==> src/orm_pkg.sv <==
// Shared types and constants of the operations rate meter.
`default_nettype none

package orm_pkg;

  localparam int unsigned CMD_W       = 2;
  localparam int unsigned TIME_W      = 48;
  localparam int unsigned CNT_W       = 64;
  localparam int unsigned RATE_W      = 48;
  localparam int unsigned UPT_W       = 39;
  // Numerator of the shared divider: an operation delta times 1000 needs ten more bits.
  localparam int unsigned NUM_W       = CNT_W + 10;
  localparam int unsigned DEN_W       = TIME_W;
  localparam int unsigned MS_PER_S    = 1000;
  localparam int unsigned IN_TDATA_W  = 48;
  localparam int unsigned OUT_TDATA_W = 88;
  localparam int unsigned QUEUE_DEPTH = 2;

  typedef enum logic [CMD_W-1:0] {
    CMD_OP    = 2'd0,
    CMD_TICK  = 2'd1,
    CMD_QUERY = 2'd2
  } cmd_e;

  // One tick or query waiting for the back end, with the counter value at its arrival.
  typedef struct packed {
    logic              is_query;
    logic [TIME_W-1:0] now_ms;
    logic [CNT_W-1:0]  count;
  } q_item_t;

  typedef struct packed {
    logic             start;
    logic [NUM_W-1:0] num;
    logic [DEN_W-1:0] den;
  } div_req_t;

  typedef struct packed {
    logic             done;
    logic [NUM_W-1:0] quo;
  } div_rsp_t;

endpackage

`default_nettype wire

==> src/orm_front.sv <==
// Front end: accepts items, counts operation events and queues ticks and queries.
`default_nettype none

module orm_front import orm_pkg::*; (
  input  wire logic                  clk_i,
  input  wire logic                  rst_ni,
  input  wire logic                  s_axis_tvalid_i,
  output logic                       s_axis_tready_o,
  input  wire logic [IN_TDATA_W-1:0] s_axis_tdata_i,  // [47:0] now_ms
  input  wire logic [CMD_W-1:0]      s_axis_tuser_i,  // [1:0] command
  output q_item_t                    push_item_o,
  output logic                       push_valid_o,
  input  wire logic                  push_ready_i
);

  logic [CNT_W-1:0] op_count_q, op_count_d;
  logic             is_op, is_tick, is_query, needs_queue;

  always_comb begin
    is_op    = (s_axis_tuser_i == CMD_OP);
    is_tick  = (s_axis_tuser_i == CMD_TICK);
    is_query = (s_axis_tuser_i == CMD_QUERY);
    needs_queue = is_tick || is_query;
  end

  // Operation events and unused codes never wait for the queue.
  assign s_axis_tready_o = !needs_queue || push_ready_i;
  assign push_valid_o    = s_axis_tvalid_i && needs_queue;

  always_comb begin
    push_item_o.is_query = is_query;
    push_item_o.now_ms   = s_axis_tdata_i[TIME_W-1:0];
    push_item_o.count    = op_count_q;
  end

  always_comb begin
    op_count_d = op_count_q;
    if (s_axis_tvalid_i && is_op) begin
      op_count_d = op_count_q + CNT_W'(1);
    end
  end

  always_ff @(posedge clk_i or negedge rst_ni) begin
    if (!rst_ni) begin
      op_count_q <= '0;
    end else begin
      op_count_q <= op_count_d;
    end
  end

endmodule

`default_nettype wire

==> src/orm_queue.sv <==
// Short queue that decouples the front end from the back end.
`default_nettype none

module orm_queue import orm_pkg::*; (
  input  wire logic    clk_i,
  input  wire logic    rst_ni,
  input  wire q_item_t push_item_i,
  input  wire logic    push_valid_i,
  output logic         push_ready_o,
  output q_item_t      pop_item_o,
  output logic         pop_valid_o,
  input  wire logic    pop_ready_i
);

  localparam int unsigned PTR_W = (QUEUE_DEPTH > 1) ? $clog2(QUEUE_DEPTH) : 1;
  localparam int unsigned FILL_W = $clog2(QUEUE_DEPTH + 1);

  q_item_t           slots_q [QUEUE_DEPTH];
  logic [PTR_W-1:0]  wr_ptr_q, rd_ptr_q;
  logic [FILL_W-1:0] fill_q;
  logic              do_push, do_pop;

  assign push_ready_o = (fill_q != FILL_W'(QUEUE_DEPTH));
  assign pop_valid_o  = (fill_q != '0);
  assign pop_item_o   = slots_q[rd_ptr_q];
  assign do_push      = push_valid_i && push_ready_o;
  assign do_pop       = pop_valid_o && pop_ready_i;

  always_ff @(posedge clk_i or negedge rst_ni) begin
    if (!rst_ni) begin
      wr_ptr_q <= '0;
      rd_ptr_q <= '0;
      fill_q   <= '0;
    end else begin
      if (do_push) begin
        wr_ptr_q <= (wr_ptr_q == PTR_W'(QUEUE_DEPTH - 1)) ? '0 : wr_ptr_q + PTR_W'(1);
      end
      if (do_pop) begin
        rd_ptr_q <= (rd_ptr_q == PTR_W'(QUEUE_DEPTH - 1)) ? '0 : rd_ptr_q + PTR_W'(1);
      end
      if (do_push && !do_pop) begin
        fill_q <= fill_q + FILL_W'(1);
      end else if (do_pop && !do_push) begin
        fill_q <= fill_q - FILL_W'(1);
      end
    end
  end

  always_ff @(posedge clk_i) begin
    if (do_push) begin
      slots_q[wr_ptr_q] <= push_item_i;
    end
  end

endmodule

`default_nettype wire

==> src/orm_div.sv <==
// Restoring divider, one quotient bit per cycle, shared by ticks and queries.
`default_nettype none

module orm_div import orm_pkg::*; (
  input  wire logic     clk_i,
  input  wire logic     rst_ni,
  input  wire div_req_t req_i,
  output div_rsp_t      rsp_o
);

  localparam int unsigned STEP_W = $clog2(NUM_W);

  logic [DEN_W-1:0]  rem_q, den_q;
  logic [NUM_W-1:0]  quo_q;
  logic [STEP_W-1:0] step_q;
  logic              busy_q, done_q;
  logic [DEN_W:0]    partial, diff;
  logic              fits;

  // The numerator shifts out at the top of quo_q while quotient bits enter at the bottom.
  always_comb begin
    partial = {rem_q, quo_q[NUM_W-1]};
    diff    = partial - {1'b0, den_q};
    fits    = (partial >= {1'b0, den_q});
  end

  always_ff @(posedge clk_i or negedge rst_ni) begin
    if (!rst_ni) begin
      busy_q <= 1'b0;
      done_q <= 1'b0;
      step_q <= '0;
    end else begin
      done_q <= 1'b0;
      if (req_i.start) begin
        busy_q <= 1'b1;
        step_q <= '0;
      end else if (busy_q) begin
        step_q <= step_q + STEP_W'(1);
        if (step_q == STEP_W'(NUM_W - 1)) begin
          busy_q <= 1'b0;
          done_q <= 1'b1;
        end
      end
    end
  end

  always_ff @(posedge clk_i) begin
    if (req_i.start) begin
      rem_q <= '0;
      quo_q <= req_i.num;
      den_q <= req_i.den;
    end else if (busy_q) begin
      rem_q <= fits ? diff[DEN_W-1:0] : partial[DEN_W-1:0];
      quo_q <= {quo_q[NUM_W-2:0], fits};
    end
  end

  assign rsp_o.done = done_q;
  assign rsp_o.quo  = quo_q;

endmodule

`default_nettype wire

==> src/orm_back.sv <==
// Back end: works out tick rates, keeps the sample store and answers info queries.
`default_nettype none

module orm_back import orm_pkg::*; #(
  parameter int unsigned SAMPLE_COUNT = 16
) (
  input  wire logic                   clk_i,
  input  wire logic                   rst_ni,
  input  wire logic                   cfg_valid_i,
  output logic                        cfg_ready_o,
  input  wire logic [TIME_W-1:0]      cfg_data_i,
  input  wire q_item_t                pop_item_i,
  input  wire logic                   pop_valid_i,
  output logic                        pop_ready_o,
  output logic                        m_axis_tvalid_o,
  input  wire logic                   m_axis_tready_i,
  output logic [OUT_TDATA_W-1:0]      m_axis_tdata_o
);

  localparam int unsigned IDX_W  = (SAMPLE_COUNT > 1) ? $clog2(SAMPLE_COUNT) : 1;
  localparam int unsigned SUM_W  = RATE_W + $clog2(SAMPLE_COUNT);
  localparam int unsigned USED_W = $clog2(SAMPLE_COUNT + 1);
  localparam int unsigned UPT_STEP_BITS = 8;
  localparam int unsigned UPT_STEPS     = TIME_W / UPT_STEP_BITS;
  localparam int unsigned UPT_STEP_W    = $clog2(UPT_STEPS);
  localparam int unsigned MS_W          = $clog2(MS_PER_S);

  typedef enum logic [2:0] {
    ST_IDLE,
    ST_TICK_DIV,
    ST_TICK_WR,
    ST_Q_UPT,
    ST_Q_AVG,
    ST_Q_OUT
  } state_e;

  state_e                  state_q, state_d;
  logic [TIME_W-1:0]       start_q, start_d;
  logic [TIME_W-1:0]       last_time_q, last_time_d;
  logic [CNT_W-1:0]        last_count_q, last_count_d;
  logic [IDX_W-1:0]        wr_idx_q, wr_idx_d;
  logic [SAMPLE_COUNT-1:0] valid_q, valid_d;
  logic [SUM_W-1:0]        sum_q, sum_d;
  logic [USED_W-1:0]       used_q, used_d;
  logic [RATE_W-1:0]       rate_q, rate_d;
  logic [UPT_W-1:0]        upt_q, upt_d;
  logic [RATE_W-1:0]       avg_q, avg_d;
  logic                    out_valid_q, out_valid_d;
  logic [UPT_W-1:0]        out_upt_q, out_upt_d;
  logic [RATE_W-1:0]       out_avg_q, out_avg_d;
  logic [TIME_W-1:0]       upt_num_q, upt_num_d;
  logic [MS_W-1:0]         upt_rem_q, upt_rem_d;
  logic [UPT_STEP_W-1:0]   upt_step_q, upt_step_d;

  logic [RATE_W-1:0] mem_q [SAMPLE_COUNT];
  logic [RATE_W-1:0] rdata_q;
  logic              mem_we;

  logic [TIME_W-1:0] span, elapsed;
  logic [CNT_W-1:0]  delta;
  logic [NUM_W-1:0]  scaled;
  logic [RATE_W-1:0] old_rate, sat_rate;
  logic [MS_W-1:0]          ud_rem;
  logic [MS_W:0]            ud_part;
  logic [UPT_STEP_BITS-1:0] ud_bits;
  div_req_t          div_req;
  div_rsp_t          div_rsp;

  orm_div u_div (
    .clk_i  (clk_i),
    .rst_ni (rst_ni),
    .req_i  (div_req),
    .rsp_o  (div_rsp)
  );

  assign cfg_ready_o     = 1'b1;
  assign m_axis_tvalid_o = out_valid_q;
  assign m_axis_tdata_o  = {{(OUT_TDATA_W - RATE_W - UPT_W){1'b0}}, out_avg_q, out_upt_q};

  always_comb begin
    span    = pop_item_i.now_ms - last_time_q;
    elapsed = pop_item_i.now_ms - start_q;
    delta   = pop_item_i.count - last_count_q;
    // Times 1000 as 1024 - 16 - 8.
    scaled  = (NUM_W'(delta) << 10) - (NUM_W'(delta) << 4) - (NUM_W'(delta) << 3);
    sat_rate = (|div_rsp.quo[NUM_W-1:RATE_W]) ? '1 : div_rsp.quo[RATE_W-1:0];
    // A slot never written since reset holds the sample zero.
    old_rate = valid_q[wr_idx_q] ? rdata_q : '0;
  end

  // Milliseconds to seconds: eight quotient bits per cycle by compare and subtract.
  always_comb begin
    ud_rem  = upt_rem_q;
    ud_part = '0;
    ud_bits = '0;
    for (int b = 0; b < UPT_STEP_BITS; b++) begin
      ud_part = {ud_rem, upt_num_q[TIME_W-1-b]};
      ud_bits[UPT_STEP_BITS-1-b] = (ud_part >= (MS_W+1)'(MS_PER_S));
      ud_rem  = ud_bits[UPT_STEP_BITS-1-b] ? MS_W'(ud_part - (MS_W+1)'(MS_PER_S))
                                            : ud_part[MS_W-1:0];
    end
  end

  always_comb begin
    state_d      = state_q;
    start_d      = start_q;
    last_time_d  = last_time_q;
    last_count_d = last_count_q;
    wr_idx_d     = wr_idx_q;
    valid_d      = valid_q;
    sum_d        = sum_q;
    used_d       = used_q;
    rate_d       = rate_q;
    upt_d        = upt_q;
    avg_d        = avg_q;
    out_valid_d  = out_valid_q;
    out_upt_d    = out_upt_q;
    out_avg_d    = out_avg_q;
    upt_num_d    = upt_num_q;
    upt_rem_d    = upt_rem_q;
    upt_step_d   = upt_step_q;
    pop_ready_o  = 1'b0;
    mem_we       = 1'b0;
    div_req      = '0;

    if (cfg_valid_i) begin
      start_d = cfg_data_i;
    end
    if (out_valid_q && m_axis_tready_i) begin
      out_valid_d = 1'b0;
    end

    unique case (state_q)
      ST_IDLE: begin
        pop_ready_o = 1'b1;
        if (pop_valid_i) begin
          if (pop_item_i.is_query) begin
            upt_num_d  = elapsed;
            upt_rem_d  = '0;
            upt_step_d = '0;
            state_d    = ST_Q_UPT;
          end else begin
            last_time_d  = pop_item_i.now_ms;
            last_count_d = pop_item_i.count;
            if (span == '0) begin
              rate_d  = '0;
              state_d = ST_TICK_WR;
            end else begin
              div_req.start = 1'b1;
              div_req.num   = scaled;
              div_req.den   = span;
              state_d       = ST_TICK_DIV;
            end
          end
        end
      end
      ST_TICK_DIV: begin
        if (div_rsp.done) begin
          rate_d  = sat_rate;
          state_d = ST_TICK_WR;
        end
      end
      ST_TICK_WR: begin
        // The running sum and count of nonzero samples follow every overwrite.
        mem_we            = 1'b1;
        valid_d[wr_idx_q] = 1'b1;
        sum_d  = sum_q - SUM_W'(old_rate) + SUM_W'(rate_q);
        used_d = used_q - USED_W'(old_rate != '0) + USED_W'(rate_q != '0);
        wr_idx_d = (wr_idx_q == IDX_W'(SAMPLE_COUNT - 1)) ? '0 : wr_idx_q + IDX_W'(1);
        state_d  = ST_IDLE;
      end
      ST_Q_UPT: begin
        upt_num_d  = {upt_num_q[TIME_W-UPT_STEP_BITS-1:0], ud_bits};
        upt_rem_d  = ud_rem;
        upt_step_d = upt_step_q + UPT_STEP_W'(1);
        if (upt_step_q == UPT_STEP_W'(UPT_STEPS - 1)) begin
          upt_d = upt_num_d[UPT_W-1:0];
          if (used_q == '0) begin
            avg_d   = '0;
            state_d = ST_Q_OUT;
          end else begin
            div_req.start = 1'b1;
            div_req.num   = NUM_W'(sum_q);
            div_req.den   = DEN_W'(used_q);
            state_d       = ST_Q_AVG;
          end
        end
      end
      ST_Q_AVG: begin
        if (div_rsp.done) begin
          avg_d   = div_rsp.quo[RATE_W-1:0];
          state_d = ST_Q_OUT;
        end
      end
      ST_Q_OUT: begin
        if (!out_valid_q || m_axis_tready_i) begin
          out_valid_d = 1'b1;
          out_upt_d   = upt_q;
          out_avg_d   = avg_q;
          state_d     = ST_IDLE;
        end
      end
      default: begin
        state_d = ST_IDLE;
      end
    endcase
  end

  always_ff @(posedge clk_i or negedge rst_ni) begin
    if (!rst_ni) begin
      state_q      <= ST_IDLE;
      start_q      <= '0;
      last_time_q  <= '0;
      last_count_q <= '0;
      wr_idx_q     <= '0;
      valid_q      <= '0;
      sum_q        <= '0;
      used_q       <= '0;
      rate_q       <= '0;
      upt_q        <= '0;
      avg_q        <= '0;
      out_valid_q  <= 1'b0;
      out_upt_q    <= '0;
      out_avg_q    <= '0;
      upt_num_q    <= '0;
      upt_rem_q    <= '0;
      upt_step_q   <= '0;
    end else begin
      state_q      <= state_d;
      start_q      <= start_d;
      last_time_q  <= last_time_d;
      last_count_q <= last_count_d;
      wr_idx_q     <= wr_idx_d;
      valid_q      <= valid_d;
      sum_q        <= sum_d;
      used_q       <= used_d;
      rate_q       <= rate_d;
      upt_q        <= upt_d;
      avg_q        <= avg_d;
      out_valid_q  <= out_valid_d;
      out_upt_q    <= out_upt_d;
      out_avg_q    <= out_avg_d;
      upt_num_q    <= upt_num_d;
      upt_rem_q    <= upt_rem_d;
      upt_step_q   <= upt_step_d;
    end
  end

  // Sample store; the slot at the write index is read every cycle.
  always_ff @(posedge clk_i) begin
    if (mem_we) begin
      mem_q[wr_idx_q] <= rate_q;
    end
    rdata_q <= mem_q[wr_idx_q];
  end

endmodule

`default_nettype wire

==> src/ops_rate_meter_top.sv <==
// Operation event counter with tick-sampled rate store and uptime / average-rate queries.
// Operation events are taken one per cycle and never wait for the back end.
// A tick uses the shared 74-step bit-serial divider for its rate unless its span is zero;
// a query uses it for the average unless no sample is nonzero; a two-entry queue holds both.
// A query runs ST_Q_UPT and ST_Q_AVG; ST_Q_OUT registers its result once the output is free.
// Asynchronous active-low reset clears the counters, the sample store valid bits and start_ms.
`default_nettype none

module ops_rate_meter_top import orm_pkg::*; #(
  parameter int unsigned SAMPLE_COUNT = 16
) (
  input  wire logic                   clk_i,
  input  wire logic                   rst_ni,
  input  wire logic                   cfg_valid_i,
  output logic                        cfg_ready_o,
  input  wire logic [TIME_W-1:0]      cfg_data_i,      // [47:0] start_ms
  input  wire logic                   s_axis_tvalid_i,
  output logic                        s_axis_tready_o,
  input  wire logic [IN_TDATA_W-1:0]  s_axis_tdata_i,  // [47:0] now_ms
  input  wire logic [CMD_W-1:0]       s_axis_tuser_i,  // [1:0] command
  output logic                        m_axis_tvalid_o,
  input  wire logic                   m_axis_tready_i,
  output logic [OUT_TDATA_W-1:0]      m_axis_tdata_o   // [38:0] uptime_s, [86:39] avg_rate
);

  q_item_t push_item, pop_item;
  logic    push_valid, push_ready, pop_valid, pop_ready;

  orm_front u_front (
    .clk_i           (clk_i),
    .rst_ni          (rst_ni),
    .s_axis_tvalid_i (s_axis_tvalid_i),
    .s_axis_tready_o (s_axis_tready_o),
    .s_axis_tdata_i  (s_axis_tdata_i),
    .s_axis_tuser_i  (s_axis_tuser_i),
    .push_item_o     (push_item),
    .push_valid_o    (push_valid),
    .push_ready_i    (push_ready)
  );

  orm_queue u_queue (
    .clk_i        (clk_i),
    .rst_ni       (rst_ni),
    .push_item_i  (push_item),
    .push_valid_i (push_valid),
    .push_ready_o (push_ready),
    .pop_item_o   (pop_item),
    .pop_valid_o  (pop_valid),
    .pop_ready_i  (pop_ready)
  );

  orm_back #(
    .SAMPLE_COUNT (SAMPLE_COUNT)
  ) u_back (
    .clk_i           (clk_i),
    .rst_ni          (rst_ni),
    .cfg_valid_i     (cfg_valid_i),
    .cfg_ready_o     (cfg_ready_o),
    .cfg_data_i      (cfg_data_i),
    .pop_item_i      (pop_item),
    .pop_valid_i     (pop_valid),
    .pop_ready_o     (pop_ready),
    .m_axis_tvalid_o (m_axis_tvalid_o),
    .m_axis_tready_i (m_axis_tready_i),
    .m_axis_tdata_o  (m_axis_tdata_o)
  );

endmodule

`default_nettype wire

==> config.mk <==
export PLATFORM = sky130hd
export DESIGN_NAME = ops_rate_meter_top
export DESIGN_NICKNAME = d
export VERILOG_FILES = /design/src/orm_pkg.sv /design/src/orm_front.sv /design/src/orm_queue.sv /design/src/orm_div.sv /design/src/orm_back.sv /design/src/ops_rate_meter_top.sv
export SDC_FILE = /design/constraint.sdc
export NUM_CORES = 2
export LEC_CHECK = 0
export ABC_AREA = 1
export ABC_CLOCK_PERIOD_IN_PS = 24000
export BUFFER_PORTS_ARGS = -buffer_cell sky130_fd_sc_hd__clkbuf_2
export CORE_ASPECT_RATIO = 0.5
export CORE_MARGIN = 2
export CORE_UTILIZATION = 40
export DETAILED_ROUTE_END_ITERATION = 8
export GPL_TIMING_DRIVEN = 0
export PLACE_DENSITY_LB_ADDON = 0.08
export SYNTH_ARGS = -nofsm -noshare
export SYNTH_HDL_FRONTEND = slang
export SYNTH_SLANG_ARGS = --single-unit
==> constraint.sdc <==
create_clock -name clk_i -period 24 [get_ports clk_i]
set_input_delay 1.2 -clock clk_i [delete_from_list [all_inputs] [get_ports clk_i]]
set_output_delay 1.2 -clock clk_i [all_outputs]
set_load 0.1 [all_outputs]
==> flow_summary.toml <==
[outcome]
status = "complete, no violations"

[yosys]
synth_edf_count = 1116
synth_top_area_share_pct = 36.8
yosys.area.top_type = "edfxtp_1"
synth_top_family_by_area = "simple AND/OR/NAND/NOR gates"
syn_avg_cell_area_um2 = 9.88
synth_fp_nets = 9790
synth_mux_area_share_pct = 1.80
yosys_most_used_dff = "edfxtp_1"
synth_fa_ha_area_share_pct = 7.28
synth-async-reset-ratio_pct = 33.1
synth.area.top_cells = "edfxtp_1, dfrtp_1, nand2_1"
synth_seq_area_share_pct = 55.4
ys_types = 70
synth_simple_gate_area_share_pct = 13.4
synth_cells = 9223
synth_compound_area_share_pct = 12.1
netlist_area_um2 = 91100
synth-xor-area-share_pct = 3.79
synth_warnings = 0
synth.ff_latch_count = 1813

[setup_path]
startpoint_type = "flip-flop"
r2r_setup_slack_ns = 12.05
reg2reg_from = "u_queue.rd_ptr_q"
slowest_delay_ns = 1.05
worstReg2RegEnd = "u_back.u_div.quo_q[71]"
worst_r2r_path_depth = 44
end_kind = "flip-flop"
critPathKind = "reg -> reg"
cp.arrival_ns = 12.49
crit_required_ns = 24.54
crit_fanout = 10
cp_slowest_cell = "clkbuf_1"
crit_top_cell = "o21ai_0"

[timing]
rsz0062_at_grt = "false"
period_minus_slack_ns = 11.95
hold_viol = 0
finClkSkew_ns = 0.0806
worst_pin_slew_ns = 1.35
setup_ws_ns = 12.05
slew_violations = 0
period_share_pct = 49.8
slew_headroom_pct = 9.79
timing.setup.tns_ns = 0
max_freq_mhz = 83.7
setup_viol = 0

[cts]
cts_tree = "yes"
holdBufCountCts = 0
clk_pin_slew_ns = 0.07
cts.sinks = 1813
htree_num_levels = 4
postCtsResizedCells = 0
cts_buffers = 178
cts_root_buf = "clkbuf_16"
clk_path_buf_depth = 4
post_cts_buffers = 0
worstSkewPairLatency_ns = 0.86

[floorplanning]
die_w_um = 679
start_util_pct = 40.4
die_area_um2 = 232000
rows = 123
core_area_um2 = 226000
io-pin-count = 194
die-height_um = 342

[routing]
totalWireLength_mm = 271
vias = 66585
antenna_left = 0
drc = 0
vias_per_cell = 5.21
wl_per_cell_um = 21.2
drt_iter0_drc = 5336
drtPass1Iterations = 6

[global_route]
antenna_found_initial = 17
gr-usage-all-layers_pct = 23.0
grt_pass1_wl_mm = 407
overflow = 0
first_global_vias = 65014
grt_max_degree = 104

[final_layout]
seq_area_um2 = 50500
final_common_cell = "nand2_1"
multi_input_area_um2 = 35100
finalNetCount = 10210
synthToLayoutAreaGrowth_pct = 12.8
fillers = 21569
layout_common_cells = "nand2_1, inv_1, edfxtp_1"
drive_gt1_share_pct = 8.17
final_cell_count_no_fill = 12782

[flow_run]
drv_cap = 0

[place]
dpl.hpwl_mm = 201
globalplace.congestion = 0.880
post-place-ws_ns = 12.02
dp.cells = 12463
portBuffers = 190

[min_path]
hold_path.class = "in -> async"
==> worst max-delay path, delay by kind of cell (launching register included) <==
kind / cells / cell delay [ns]
simple gates: 8 / 0.79
mux: 1 / 0.25
buf+inv: 7 / 2.90
fa+ha+maj: 3 / 1.14
compound gates: 23 / 5.76
xor+xnor: 2 / 0.52
flops: 1 / 0.32
==> registers in the layout, indices dropped and copies added, names as in the netlist, 4 cells and up <==
register             count
u_back.out_avg_q        48
u_back.used_q            5
u_front.op_count_q      64
u_back.start_q          48
u_back.upt_q            39
u_back.u_div.step_q      7
u_back.avg_q            48
u_back.u_div.rem_q      48
u_back.u_div.quo_q      74
u_back.valid_q          16
u_back.last_time_q      48
u_back.sum_q            52
u_back.u_div.den_q      48
u_back.mem_q           768
u_back.upt_rem_q        10
u_back.wr_idx_q          4
u_back.last_count_q     64
u_back.rdata_q          48
u_queue.slots_q        226
u_back.rate_q           48
u_back.out_upt_q        39
u_back.upt_num_q        48
==> worst max path at each step <==
stage | end | slack (ns) | startpoint | cells after the start
3_5_place_dp | u_back.u_div.quo_q[71] | 12.02 | u_queue.rd_ptr_q | 44
5_1_grt | u_back.u_div.quo_q[71] | 11.05 | u_queue.rd_ptr_q | 44
3_3_place_gp | u_back.out_avg_q[35] | 5.91 | rst_ni | 1
6_report | u_back.u_div.quo_q[71] | 12.05 | u_queue.rd_ptr_q | 44
4_1_cts | u_back.u_div.quo_q[71] | 12.01 | u_queue.rd_ptr_q | 44
2_1_floorplan | u_back.u_div.quo_q[71] | 15.96 | u_queue.rd_ptr_q | 44
==> metrics by stage <==
step | utilization [%] | hold WS [ns] | area [µm²]
3_5_place_dp | 43.1 | 0.449 | 97100
5_1_grt | 45.6 | 0.456 | 103000
2_1_floorplan | - | 0.427 | 91100
4_1_cts | 45.6 | 0.413 | 103000
6_report | 45.6 | 0.416 | 103000
3_3_place_gp | 42.5 | 0.440 | 95800
==> logic make-up (layout without fill, tap and decap cells) <==
logic type	count (synthesis)	after routing
adders and majority gates	464	464
xor gates and xnor gates	394	394
other	2	3
buffers and inverters	1505	2063
AOI/OAI and AO/OA	2038	2038
DFF	1813	1813
muxes	146	146
and+or+nand+nor	2861	2861
==> synthesized netlist by cell type, types with 61 or more instances <==
cell and instances:
nor2_1 779, o21ai_0 984, nand2_1 1405, clkbuf_1 333
fa_1 110, nand4_1 167, dfrtp_1 601, nor3_1 61
nand3_1 308, xnor2_1 147, ha_1 354, o22ai_1 253
dfxtp_1 96, mux2_2 144, a21oi_1 582, xor2_1 246
edfxtp_1 1116, inv_1 1121
==> routing by layer <==
| metal | part of all wire (%) | track usage, % |
|---|---|---|
| met1 | 47 | 32.9 |
| met3 | 5.2 | 3.42 |
| met4 | 2.5 | 5.64 |
| met2 | 45 | 36.8 |
| met5 | 0.0048 | 0 |
==> cell type report <==
cell class                      instances  share of cell area, %
Antenna cell                            1                0.00243
Buffer                                366                   1.38
Clock buffer                          235                   4.78
Clock inverter                         83                  0.700
Inverter                             1139                   4.17
Multi-Input combinational cell       5905                   34.2
Sequential cell                      1813                   49.1
Tap cell                             3000                   3.65
Timing Repair Buffer                  240                   2.03
Power is not shown: default switching activity piles up to over one toggle a cycle in this logic, so the estimate is an artifact.
